$ cat src/sv/rbc_pkg.sv
package rbc_pkg;

  localparam int CFG_BITS       = 24;
  localparam int CFG_INDEX_BITS = 3;
  localparam int CODE_BITS      = 10;
  localparam int OP_BITS        = 2;
  localparam int ACTION_BITS    = 2;

  localparam int DEF_TIME_BITS   = 48;
  localparam int DEF_COUNT_BITS  = 8;
  localparam int DEF_RANDOM_BITS = 16;

  typedef enum logic [CFG_INDEX_BITS-1:0] {
    REG_ENABLED      = 3'd0,
    REG_STABLE       = 3'd1,
    REG_READ_TIMEOUT = 3'd2,
    REG_FIRST_RETRY  = 3'd3,
    REG_BASE_BACKOFF = 3'd4,
    REG_MAX_BACKOFF  = 3'd5
  } cfg_index_t;

  typedef enum logic [OP_BITS-1:0] {
    OP_POLL  = 2'd0,
    OP_ENDED = 2'd1,
    OP_READ  = 2'd2
  } opcode_t;

  typedef enum logic [ACTION_BITS-1:0] {
    ACT_NONE    = 2'd0,
    ACT_CONNECT = 2'd1,
    ACT_KILL    = 2'd2
  } action_t;

  localparam logic                RST_ENABLED         = 1'b1;
  localparam logic [CFG_BITS-1:0] RST_STABLE_MS       = CFG_BITS'(60 * 1000);
  localparam logic [CFG_BITS-1:0] RST_READ_TIMEOUT_MS = CFG_BITS'(300 * 1000);
  localparam logic [CFG_BITS-1:0] RST_FIRST_RETRY_MS  = CFG_BITS'(1000);
  localparam logic [CFG_BITS-1:0] RST_BASE_BACKOFF_MS = CFG_BITS'(1000);
  localparam logic [CFG_BITS-1:0] RST_MAX_BACKOFF_MS  = CFG_BITS'(30 * 1000);

  localparam logic [CODE_BITS-1:0] CODE_OK          = CODE_BITS'(200);
  localparam logic [CODE_BITS-1:0] CODE_BAD_REQUEST = CODE_BITS'(400);
  localparam logic [CODE_BITS-1:0] CODE_TIMEOUT     = CODE_BITS'(408);
  localparam logic [CODE_BITS-1:0] CODE_TOO_MANY    = CODE_BITS'(429);
  localparam logic [CODE_BITS-1:0] CODE_SERVER_LO   = CODE_BITS'(500);

  typedef struct packed {
    logic                enabled;
    logic [CFG_BITS-1:0] stable_ms;
    logic [CFG_BITS-1:0] read_timeout_ms;
    logic [CFG_BITS-1:0] first_retry_ms;
    logic [CFG_BITS-1:0] base_backoff_ms;
    logic [CFG_BITS-1:0] max_backoff_ms;
  } cfg_t;

  typedef struct packed {
    logic link_active;
    logic permanent_failure;
    logic waiting;
  } status_t;

endpackage

$ cat src/sv/rbc_cfg_regs.sv
module rbc_cfg_regs
  import rbc_pkg::*;
(
  input  logic                      clk,
  input  logic                      rst,
  input  logic                      cfg_valid,
  output logic                      cfg_ready,
  input  logic [CFG_INDEX_BITS-1:0] cfg_index,
  input  logic [CFG_BITS-1:0]       cfg_data,
  output cfg_t                      cfg
);

  logic wr;

  assign cfg_ready = 1'b1;
  assign wr        = cfg_valid & cfg_ready;

  always_ff @(posedge clk) begin
    if (rst) begin
      cfg.enabled         <= RST_ENABLED;
      cfg.stable_ms       <= RST_STABLE_MS;
      cfg.read_timeout_ms <= RST_READ_TIMEOUT_MS;
      cfg.first_retry_ms  <= RST_FIRST_RETRY_MS;
      cfg.base_backoff_ms <= RST_BASE_BACKOFF_MS;
      cfg.max_backoff_ms  <= RST_MAX_BACKOFF_MS;
    end else if (wr) begin
      unique case (cfg_index_t'(cfg_index))
        REG_ENABLED:      cfg.enabled         <= cfg_data[0];
        REG_STABLE:       cfg.stable_ms       <= cfg_data;
        REG_READ_TIMEOUT: cfg.read_timeout_ms <= cfg_data;
        REG_FIRST_RETRY:  cfg.first_retry_ms  <= cfg_data;
        REG_BASE_BACKOFF: cfg.base_backoff_ms <= cfg_data;
        REG_MAX_BACKOFF:  cfg.max_backoff_ms  <= cfg_data;
        default: ;
      endcase
    end
  end

endmodule

$ cat src/sv/rbc_backoff.sv
module rbc_backoff
  import rbc_pkg::*;
#(
  parameter int COUNT_BITS  = DEF_COUNT_BITS,
  parameter int RANDOM_BITS = DEF_RANDOM_BITS
) (
  input  logic [COUNT_BITS-1:0]  attempts,
  input  cfg_t                   cfg,
  input  logic [RANDOM_BITS-1:0] random_value,
  output logic [CFG_BITS-1:0]    retry_ms
);

  localparam int SHIFT_BITS = $clog2(CFG_BITS);
  localparam int HALF_BITS  = CFG_BITS - 1;
  localparam int PROD_BITS  = HALF_BITS + RANDOM_BITS;

  logic [COUNT_BITS-1:0]   shift;
  logic [SHIFT_BITS-1:0]   shift_amt;
  logic                    far;
  logic [2*CFG_BITS-1:0]   shifted;
  logic [CFG_BITS-1:0]     full;
  logic [HALF_BITS-1:0]    half;
  logic [PROD_BITS-1:0]    product;
  logic [HALF_BITS-1:0]    jitter;

  assign shift     = attempts - COUNT_BITS'(1);
  assign far       = 32'(shift) >= 32'(CFG_BITS);
  assign shift_amt = SHIFT_BITS'(shift);
  assign shifted   = (2*CFG_BITS)'(cfg.base_backoff_ms) << shift_amt;

  // exponential term capped at the maximum
  always_comb begin
    priority if (cfg.base_backoff_ms == '0) begin
      full = '0;
    end else if (far || shifted > (2*CFG_BITS)'(cfg.max_backoff_ms)) begin
      full = cfg.max_backoff_ms;
    end else begin
      full = shifted[CFG_BITS-1:0];
    end
  end

  assign half     = full[CFG_BITS-1:1];
  assign product  = PROD_BITS'(half) * PROD_BITS'(random_value);
  assign jitter   = product[PROD_BITS-1:RANDOM_BITS];
  assign retry_ms = {1'b0, half} + {1'b0, jitter};

endmodule

$ cat src/sv/rbc_engine.sv
module rbc_engine
  import rbc_pkg::*;
#(
  parameter int TIME_BITS   = DEF_TIME_BITS,
  parameter int COUNT_BITS  = DEF_COUNT_BITS,
  parameter int RANDOM_BITS = DEF_RANDOM_BITS
) (
  input  logic                   clk,
  input  logic                   rst,
  input  logic                   fire,
  input  logic [OP_BITS-1:0]     opcode,
  input  logic [TIME_BITS-1:0]   now_ms,
  input  logic [CODE_BITS-1:0]   response_code,
  input  logic [RANDOM_BITS-1:0] random_value,
  input  cfg_t                   cfg,
  output action_t                res_action,
  output logic [COUNT_BITS-1:0]  res_attempts,
  output logic                   res_failed,
  output logic                   res_waiting,
  output status_t                status
);

  logic                  link_active, link_active_next;
  logic                  permanent_failure, permanent_failure_next;
  logic [COUNT_BITS-1:0] attempts, attempts_next;
  logic [TIME_BITS-1:0]  wait_deadline, wait_deadline_next;
  logic [TIME_BITS-1:0]  started_time, started_time_next;
  logic [TIME_BITS-1:0]  last_read_time, last_read_time_next;

  logic                  stable;
  logic                  timed_out;
  logic [COUNT_BITS-1:0] bumped;
  logic                  perm_code;
  logic [CFG_BITS-1:0]   backoff_ms;
  logic [CFG_BITS-1:0]   retry_ms;
  logic [TIME_BITS-1:0]  deadline_add;

  rbc_backoff #(
    .COUNT_BITS  (COUNT_BITS),
    .RANDOM_BITS (RANDOM_BITS)
  ) u_backoff (
    .attempts     (attempts),
    .cfg          (cfg),
    .random_value (random_value),
    .retry_ms     (backoff_ms)
  );

  assign stable = (now_ms >= started_time) &&
                  ((now_ms - started_time) >= TIME_BITS'(cfg.stable_ms));
  assign timed_out = (now_ms >= last_read_time) &&
                     ((now_ms - last_read_time) >= TIME_BITS'(cfg.read_timeout_ms));
  assign bumped = (attempts == '1) ? attempts : attempts + COUNT_BITS'(1);
  assign perm_code = (response_code >= CODE_BAD_REQUEST) &&
                     (response_code < CODE_SERVER_LO) &&
                     (response_code != CODE_BAD_REQUEST) &&
                     (response_code != CODE_TIMEOUT) &&
                     (response_code != CODE_TOO_MANY);
  assign retry_ms = (attempts == COUNT_BITS'(1)) ? cfg.first_retry_ms : backoff_ms;
  assign deadline_add = now_ms + TIME_BITS'(retry_ms);

  always_comb begin
    link_active_next       = link_active;
    permanent_failure_next = permanent_failure;
    attempts_next          = attempts;
    wait_deadline_next     = wait_deadline;
    started_time_next      = started_time;
    last_read_time_next    = last_read_time;
    res_action             = ACT_NONE;
    unique case (opcode_t'(opcode))
      OP_POLL: begin
        if (cfg.enabled && !permanent_failure) begin
          priority if (link_active) begin
            if (timed_out) begin
              link_active_next = 1'b0;
              attempts_next    = bumped;
              res_action       = ACT_KILL;
            end
          end else if (attempts != '0 && wait_deadline == '0) begin
            wait_deadline_next = deadline_add;
          end else if (attempts == '0 || now_ms >= wait_deadline) begin
            if (attempts != '0) begin
              wait_deadline_next = '0;
              started_time_next  = now_ms;
            end
            link_active_next    = 1'b1;
            last_read_time_next = now_ms;
            res_action          = ACT_CONNECT;
          end else begin
            // deadline not reached yet
            res_action = ACT_NONE;
          end
        end
      end
      OP_ENDED: begin
        link_active_next = 1'b0;
        if (response_code == CODE_OK) begin
          attempts_next = stable ? '0 : bumped;
        end else begin
          if (perm_code) begin
            permanent_failure_next = 1'b1;
          end
          attempts_next = bumped;
        end
      end
      OP_READ: begin
        last_read_time_next = now_ms;
      end
      default: ;
    endcase
  end

  assign res_attempts = attempts_next;
  assign res_failed   = permanent_failure_next;
  assign res_waiting  = wait_deadline_next != '0;

  assign status.link_active       = link_active;
  assign status.permanent_failure = permanent_failure;
  assign status.waiting           = wait_deadline != '0;

  always_ff @(posedge clk) begin
    if (rst) begin
      link_active       <= 1'b0;
      permanent_failure <= 1'b0;
      attempts          <= '0;
      wait_deadline     <= '0;
      started_time      <= '0;
      last_read_time    <= '0;
    end else if (fire) begin
      link_active       <= link_active_next;
      permanent_failure <= permanent_failure_next;
      attempts          <= attempts_next;
      wait_deadline     <= wait_deadline_next;
      started_time      <= started_time_next;
      last_read_time    <= last_read_time_next;
    end
  end

endmodule

$ cat src/sv/reconnect_backoff_controller_core.sv
// Reconnect backoff controller.
// Input channel (in_valid/in_ready) carries one event item: a poll tick, a
// connection that ended with a response code, or data read. Each item gives
// exactly one result item on the output channel (out_valid/out_ready): the
// action to take (none, start connection, kill stalled stream), the attempt
// count, the permanent-failure flag and whether a retry deadline is pending.
// The configuration channel (cfg_valid/cfg_ready, cfg_index, cfg_data) is
// always ready and writes one register per item; write it only while idle.
// An accepted item sits in the input register, is evaluated against the link
// state and lands in the result register, which raises out_valid. Throughput
// is one item per cycle while the receiver keeps out_ready high, set by the
// single state update in the event stage.
// When the receiver stalls, the result register holds and the input register
// keeps one more item; in_ready drops only when both are full.
// Synchronous reset empties both registers, clears the link state (inactive,
// no failure, zero attempts, no deadline, zero times) and loads the
// configuration defaults: enabled, 60 s stable, 300 s read timeout, 1 s first
// retry, 1 s backoff unit, 30 s cap.
module reconnect_backoff_controller_core
  import rbc_pkg::*;
#(
  parameter int TIME_BITS   = DEF_TIME_BITS,
  parameter int COUNT_BITS  = DEF_COUNT_BITS,
  parameter int RANDOM_BITS = DEF_RANDOM_BITS
) (
  input  logic                      clk,
  input  logic                      rst,
  input  logic                      in_valid,
  output logic                      in_ready,
  input  logic [OP_BITS-1:0]        opcode,
  input  logic [TIME_BITS-1:0]      now_ms,
  input  logic [CODE_BITS-1:0]      response_code,
  input  logic [RANDOM_BITS-1:0]    random_value,
  output logic                      out_valid,
  input  logic                      out_ready,
  output logic [ACTION_BITS-1:0]    action,
  output logic [COUNT_BITS-1:0]     attempt_count,
  output logic                      failed_for_good,
  output logic                      waiting,
  input  logic                      cfg_valid,
  output logic                      cfg_ready,
  input  logic [CFG_INDEX_BITS-1:0] cfg_index,
  input  logic [CFG_BITS-1:0]       cfg_data
);

  cfg_t                   cfg;
  status_t                status;

  logic                   s1_valid;
  logic [OP_BITS-1:0]     s1_opcode;
  logic [TIME_BITS-1:0]   s1_now;
  logic [CODE_BITS-1:0]   s1_code;
  logic [RANDOM_BITS-1:0] s1_random;
  logic                   s1_fire;
  logic                   in_fire;

  action_t                res_action;
  logic [COUNT_BITS-1:0]  res_attempts;
  logic                   res_failed;
  logic                   res_waiting;

  rbc_cfg_regs u_cfg_regs (
    .clk       (clk),
    .rst       (rst),
    .cfg_valid (cfg_valid),
    .cfg_ready (cfg_ready),
    .cfg_index (cfg_index),
    .cfg_data  (cfg_data),
    .cfg       (cfg)
  );

  assign s1_fire  = s1_valid && (!out_valid || out_ready);
  assign in_ready = !s1_valid || s1_fire;
  assign in_fire  = in_valid && in_ready;

  always_ff @(posedge clk) begin
    if (rst) begin
      s1_valid <= 1'b0;
    end else if (in_fire) begin
      s1_valid <= 1'b1;
    end else if (s1_fire) begin
      s1_valid <= 1'b0;
    end
  end

  always_ff @(posedge clk) begin
    if (in_fire) begin
      s1_opcode <= opcode;
      s1_now    <= now_ms;
      s1_code   <= response_code;
      s1_random <= random_value;
    end
  end

  rbc_engine #(
    .TIME_BITS   (TIME_BITS),
    .COUNT_BITS  (COUNT_BITS),
    .RANDOM_BITS (RANDOM_BITS)
  ) u_engine (
    .clk           (clk),
    .rst           (rst),
    .fire          (s1_fire),
    .opcode        (s1_opcode),
    .now_ms        (s1_now),
    .response_code (s1_code),
    .random_value  (s1_random),
    .cfg           (cfg),
    .res_action    (res_action),
    .res_attempts  (res_attempts),
    .res_failed    (res_failed),
    .res_waiting   (res_waiting),
    .status        (status)
  );

  always_ff @(posedge clk) begin
    if (rst) begin
      out_valid <= 1'b0;
    end else if (s1_fire) begin
      out_valid <= 1'b1;
    end else if (out_ready) begin
      out_valid <= 1'b0;
    end
  end

  always_ff @(posedge clk) begin
    if (s1_fire) begin
      action          <= res_action;
      attempt_count   <= res_attempts;
      failed_for_good <= res_failed;
      waiting         <= res_waiting;
    end
  end

`ifndef SYNTHESIS
  a_result_loaded: assert property (@(posedge clk) disable iff (rst)
    $past(s1_fire) && !$past(rst) |-> out_valid)
    else $error("evaluated item did not reach the result register");

  a_failure_sticks: assert property (@(posedge clk) disable iff (rst)
    !$past(rst) && $past(status.permanent_failure) |-> status.permanent_failure)
    else $error("permanent failure cleared without reset");

  a_kill_drops_link: assert property (@(posedge clk) disable iff (rst)
    s1_fire && res_action == ACT_KILL |=> !status.link_active)
    else $error("link still active after kill");

  a_connect_raises_link: assert property (@(posedge clk) disable iff (rst)
    s1_fire && res_action == ACT_CONNECT |=> status.link_active)
    else $error("link not active after connect");
`endif

endmodule

$ cat config.mk
export PLATFORM = sky130hd
export DESIGN_NAME = reconnect_backoff_controller_core
export DESIGN_NICKNAME = d
export VERILOG_FILES = /design/src/sv/rbc_pkg.sv /design/src/sv/rbc_cfg_regs.sv /design/src/sv/rbc_backoff.sv /design/src/sv/rbc_engine.sv /design/src/sv/reconnect_backoff_controller_core.sv
export SDC_FILE = /design/constraint.sdc
export NUM_CORES = 2
export LEC_CHECK = 0
export BUFFER_PORTS_ARGS = -buffer_cell sky130_fd_sc_hd__buf_4
export CAP_MARGIN = 40
export CORE_AREA = 2 2 279 281
export CTS_CLUSTER_SIZE = 25
export DETAILED_ROUTE_END_ITERATION = 10
export DIE_AREA = 0 0 281 283
export HOLD_SLACK_MARGIN = 0.08
export PLACE_DENSITY = 0.7
export SYNTH_ARGS = -nofsm -noshare
export SYNTH_HDL_FRONTEND = slang
export SYNTH_SLANG_ARGS = --single-unit
$ cat constraint.sdc
create_clock -name clk -period 31.3 [get_ports clk]
set_clock_uncertainty 0.15 [all_clocks]
set_input_delay 6.26 -clock clk [delete_from_list [all_inputs] [get_ports clk]]
set_output_delay 6.26 -clock clk [all_outputs]
set_load 0.01 [all_outputs]
* Yosys cells after proc, flatten, opt, wreduce, memory -nomap -nowiden
Index checks and enable logic that the tools add are counted.
Word-level totals: flip-flop bits (word level) 365, logic and storage cells 134, input bits 108
Operators by class: bitwise logic cells 2, eq/ne operators 17, multiplexer cells 38, multipliers 1, reductions and logical operators 38, add/sub/neg operators 6, shift operators 1, magnitude comparators 9
Operators by type and width (number):
- 2-to-1 mux 48 bit | 10
- greater-or-equal comparator 48 bit | 3
- greater-or-equal comparator 48 x 24 -> 1 bit | 2
- case mux 48 bit (2 select lines) | 1
- subtractor 48 bit | 2
- 2-to-1 mux 24 bit | 3
- adder 48 x 24 -> 48 bit | 1
- greater-than comparator 48 x 24 -> 1 bit | 1
- zero test 48 bit | 1
- 2-to-1 mux 8 bit | 6
- nonzero test 48 bit | 1
- << shifter 24 x 5 -> 48 bit | 1
- multiplier 23 x 16 -> 39 bit | 1
- != test 10 x 9 -> 1 bit (second input constant) | 3
- adder 23 x 23 -> 24 bit | 1
- zero test 24 bit | 1
- case mux 8 bit (2 select lines) | 1
- AND reduction 2 bit | 7
- 2-to-1 mux 1 bit | 13
- == test 10 x 8 -> 1 bit (second input constant) | 1
- greater-or-equal comparator 10 x 9 -> 1 bit (second input constant) | 1
- logical AND 1 bit | 10
- less-than comparator 10 x 9 -> 1 bit (second input constant) | 1
- adder 8 x 1 -> 8 bit (second input constant) | 1
- 24 further kinds | 39

* Depth between registers and ports, before layout
depth after elaboration 15, gate-level depth with buffers 81

* Cells and area by module
Synthesis repeated with hierarchy kept, for this count alone.
Unflattened totals: cells, all modules 4754, area, all modules 40144.8 sq um
By module, submodules not included:
- rbc_engine | cells each 2426, area each 17717.0 sq um, instances 1
- rbc_backoff | cells each 1784, area each 14888.0 sq um, instances 1
- rbc_cfg_regs | cells each 446, area each 4793.3 sq um, instances 1
- reconnect_backoff_controller_core | cells each 98, area each 2746.4 sq um, instances 1

* Worst setup path before layout
No wires, ideal clock.
path kind register -> register, start point reg u_engine.attempts[0], end point reg waiting (data pin), setup slack 15.224 ns, required time 30.878 ns, stages on the path, launching flop included 77, period minus slack after synthesis 16.076 ns, arrival 15.655 ns, buffers on the path 6, path through dfxtp_1 > buf_4 > buf_4 > inv_1 > ha_1 > buf_2 > mux2_2 > a21o_1 > mux4_2 > and2_1 > ha_1 > a21o_1 > a21oi_1 > or3_1 > a41oi_1 > o21ai_0 > and2_1 > nand2b_1 > [41 not listed] > xor2_1 > o21ai_0 > ha_1 > and3_1 > a31oi_1 > o21ai_0 > a21o_1 > a21o_1 > a211oi_1 > a211oi_1 > nor3_1 > nor3_1 > nand3_1 > xor2_1 > o21ai_0 > a2111oi_0 > nand3_1 > or4_1
On the way: longest elaborated chain between the ends 15, elaborated cells on any way between the ends 23, classes of those cells add/sub: 3; mul: 1; order compare: 2; eq/ne: 1; shift: 1; mux: 9; reduce/logical: 6
RTL lines:
- from (decl) | RTL line rbc_engine.sv:25 | logic [COUNT_BITS-1:0] attempts, attempts_next;
- from (signal assigned) | RTL line rbc_engine.sv:131 | attempts <= attempts_next;
- subtractor 8 x 1 -> 8 bit | RTL line rbc_backoff.sv:26 | assign shift = attempts - COUNT_BITS'(1);
- << shifter 24 x 5 -> 48 bit | RTL line rbc_backoff.sv:29 | assign shifted = (2*CFG_BITS)'(cfg.base_backoff_ms) << shift_amt;
- greater-than comparator 48 x 24 -> 1 bit | RTL line rbc_backoff.sv:35 | end else if (far || shifted > (2*CFG_BITS)'(cfg.max_backoff_ms)) begin
- logical OR 1 bit | RTL line rbc_backoff.sv:35
- 2-to-1 mux 24 bit | RTL line rbc_backoff.sv:35
- 2-to-1 mux 24 bit | RTL line rbc_backoff.sv:33 | priority if (cfg.base_backoff_ms == '0) begin
- multiplier 23 x 16 -> 39 bit | RTL line rbc_backoff.sv:43 | assign product = PROD_BITS'(half) * PROD_BITS'(random_value);
- adder 23 x 23 -> 24 bit | RTL line rbc_backoff.sv:45 | assign retry_ms = {1'b0, half} + {1'b0, jitter};
- 2-to-1 mux 24 bit | RTL line rbc_engine.sv:58 | assign retry_ms = (attempts == COUNT_BITS'(1)) ? cfg.first_retry_ms : backoff_ms;
- adder 48 x 24 -> 48 bit | RTL line rbc_engine.sv:59 | assign deadline_add = now_ms + TIME_BITS'(retry_ms);
- 2-to-1 mux 48 bit * | RTL line rbc_engine.sv:78 | end else if (attempts != '0 && wait_deadline == '0) begin
- 2-to-1 mux 48 bit * | RTL line rbc_engine.sv:72 | priority if (link_active) begin
- 2-to-1 mux 48 bit * | RTL line rbc_engine.sv:71 | if (cfg.enabled && !permanent_failure) begin
- 2-to-1 mux 48 bit * | RTL line rbc_engine.sv:69 | unique case (opcode_t'(opcode))
- nonzero test 48 bit * | RTL line rbc_engine.sv:114 | assign res_waiting = wait_deadline_next != '0;
- named net res_waiting | RTL line reconnect_backoff_controller_core.sv:60 | logic res_waiting;
- to (signal assigned) | RTL line reconnect_backoff_controller_core.sv:130 | waiting <= res_waiting;
- to (decl) | RTL line reconnect_backoff_controller_core.sv:39 | output logic waiting,
The timed path passes the listed nets; every way through them passes the cells marked *. A chain may end at the register's enable or synchronous reset.

* Worst setup path in the final report
Same ends and word-level chain as after synthesis.

==> metrics.txt <==
first-pass GRT wire length ~180 mm; Layout Cells excl Fill about 5,800; post-CTS setup buffer count 0; Clock Path Buffers 3; largest net degree at the start of global routing 96; multi-input logic area 26,900 um2; #FFs+latches synth roughly 370; routed len/inst roughly 20 um; unrepaired setup endpoints after global routing no; Iteration-0 DRC Markers about 2,800; Vias 33,700; GP Congestion a little under 1; fraction of layout cells with a size suffix above 1 between 7 and 8%; H-Tree Depth 2; Synth area leader fa_1; Reg clk slew, reported paths about 0.06 ns; # diodes 0; CTS Buf Count 47; IO Pins 123; Mapped Cells between 4,000 and 5,000; Leakage about 18 nW; sequential share of the synthesized area between 20% and 30%; Detail Route Antenna Nets 0; hold_ws 0.302 ns; top cell type's share of synthesized area between 15 and 20%; Hold EP u_engine.started_time[32]; initial antenna violation count 0; hold_buf cts 0; drt pass-1 iters 7; most common cell in the netlist nand2_1; synth-to-layout area growth 10.6%; Avg Cell Area, Syn 8.11 um2; # setup viols final 0; Hold Path Class flip-flop to flip-flop; Final min period between 15 and 20 ns; HPWL after DPL 87.0 mm; setup_tns 0 ns; vias in the first global route ~32,000; core box area roughly 77,000 um2; Syn. warnings 0; Port Buffers 121; most frequent CP cell o21ai_0; P per Cell Area approximately 98 nW/um2; hold path depth 2; Synth top cells by count 811 x nand2_1, 596 x inv_1, 400 x a21oi_1, 378 x ha_1, 295 x fa_1; transition time at the pin with the least slew margin 0.866 ns; synthesized cell area approximately 38,000 um2; Routed WL 116 mm; die width 281 um; die area a little under 80,000 um2; Tcrit/Tclk final ~58%; Slew HR 42.3%; starting density of the core about half; Max VDD drop roughly 0.0002 V; crit path kind flip-flop to flip-flop; Crit Reg-Reg Startpoint u_engine.attempts[0]; crit path max fanout 31; ys flop type dfxtp_1; synth top area cells fa_1 16%, dfxtp_1 15%, ha_1 12%, nand2_1 8.0%, edfxtp_1 6.9%; worst reg2reg setup slack between 10 and 15 ns; syn nets between 5,000 and 6,000; hold path startpoint u_engine.started_time[32]; GRT overflow 0; Vert. Die Dim roughly 280 um; Req. time, crit path between 30 and 40 ns; layout net count 5,517; post-synth cell types 90; fin. max-slew vios 0; DRC violations left 0; Final Hold Viols 0; max incr delay on CP between 0.7 and 0.8 ns; Max Clk Rate around 55 MHz; register area 8190 um2; fillers about 7,000; Max stage delay cell, worst path ha_1; gr usage total roughly 29%; max-cap viol count 0; clock root buffer clkbuf_16; Critical Path Sink Type flip-flop; number of flops mapped to enable cells by yosys ~90; row count between 100 and 150; outcome complete, no violations; RR Endpoint waiting; worst-skew pair later-pin latency ~0.61 ns; cts repair resizes 0; CTS tree yes; dpl cells approximately 5,700; Final Power between 4 and 5 mW; TritonCTS Sinks between 300 and 400; worst r2r path cells 70; CP Launch Type flip-flop; Via density 5.80; ys async rst share 0%; WP data arrival 18.26 ns
## final cells by class
class / instances / area share [%]
clock inverter: 24 / 0.848
sequential: 365 / 19.5
tap: 1040 / 3.09
multi-input combinational: 3513 / 63.9
clock buffer: 61 / 3.24
inverter: 597 / 5.33
timing repair buffer: 212 / 4.15
## per-stage QoR
step | area, um2 | setup WS (ns) | util, %
final | 42100 | 13.24 | 54.8
after global placement | 40100 | 12.97 | 52.3
after floorplan | 38000 | 15.22 | -
after global routing | 42100 | 11.59 | 54.8
after detailed placement | 40300 | 13.52 | 52.6
after CTS | 42100 | 13.40 | 54.8
## critical path, delay by kind of cell, from the launching register on
| kind | cells | cell delay [ns] |
|---|---|---|
| compound gates | 29 | 6.17 |
| fa+ha+maj | 11 | 4.95 |
| simple gates | 17 | 3.63 |
| buf+inv | 7 | 1.08 |
| mux | 3 | 0.89 |
| xor+xnor | 3 | 0.45 |
| flops | 1 | 0.44 |
## how the worst max path moves through the flow
| stage | start | end | slack [ns] | cells after the start |
|---|---|---|---|---|
| floorplan | u_engine.attempts[0] | waiting | 15.22 | 76 |
| global placement | u_engine.attempts[0] | waiting | 12.97 | 72 |
| detailed placement | u_engine.attempts[0] | waiting | 13.52 | 73 |
| CTS | u_engine.attempts[0] | waiting | 13.40 | 73 |
| global route | u_engine.attempts[0] | waiting | 11.59 | 73 |
| finish | u_engine.attempts[0] | waiting | 13.24 | 70 |
## placed cells by master, fill, tap and decap left out, types with 44 or more instances in the layout
master,n
nor2_1,259
nand3_1,66
o21ai_0,146
nand2_1,811
o211ai_1,44
nand4_1,49
a21o_1,119
inv_1,595
ha_1,378
edfxtp_1,88
and2_1,160
xor2_1,59
xnor2_1,92
dfxtp_1,276
clkbuf_16,50
fa_1,295
a21oi_1,400
nor3_1,47
buf_4,199
## sequential cells by signal (all words and copies together) (netlist names), 8 cells and up
name	count
u_cfg_regs.cfg	121
s1_now	48
u_engine.last_read_time	48
u_engine.started_time	48
u_engine.wait_deadline	48
s1_random	16
s1_code	10
attempt_count	8
u_engine.attempts	8
## report_power, final
group | leakage (nW) | switching (mW) | total [mW] | internal (mW)
Clock | 0.833 | 0.237 | 0.604 | 0.367
Combinational | 14.2 | 1.78 | 2.98 | 1.20
Sequential | 3.10 | 0.0184 | 0.516 | 0.498
## kinds of logic after synthesis
| kind of cell | after synthesis | synth area share [%] |
|---|---|---|
| xor gates and xnor gates | 153 | 3.56 |
| muxes | 57 | 2.37 |
| other | 1 | 0.00986 |
| DFF | 365 | 21.5 |
| AOI/OAI and AO/OA | 1023 | 17.2 |
| adders and majority gates | 673 | 28.0 |
| buffers and inverters | 812 | 8.12 |
| and+or+nand+nor | 1606 | 19.2 |
## per-layer routing
metal	GRT usage [%]	part of all wire (%)	up-vias
met1	39.6	43	16200
li1	-	-	15900
met5	0	0	-
met4	10.8	4.1	0
met3	3.77	7.3	257
met2	46.5	46	1327
Power figures use the tool's default switching activity.
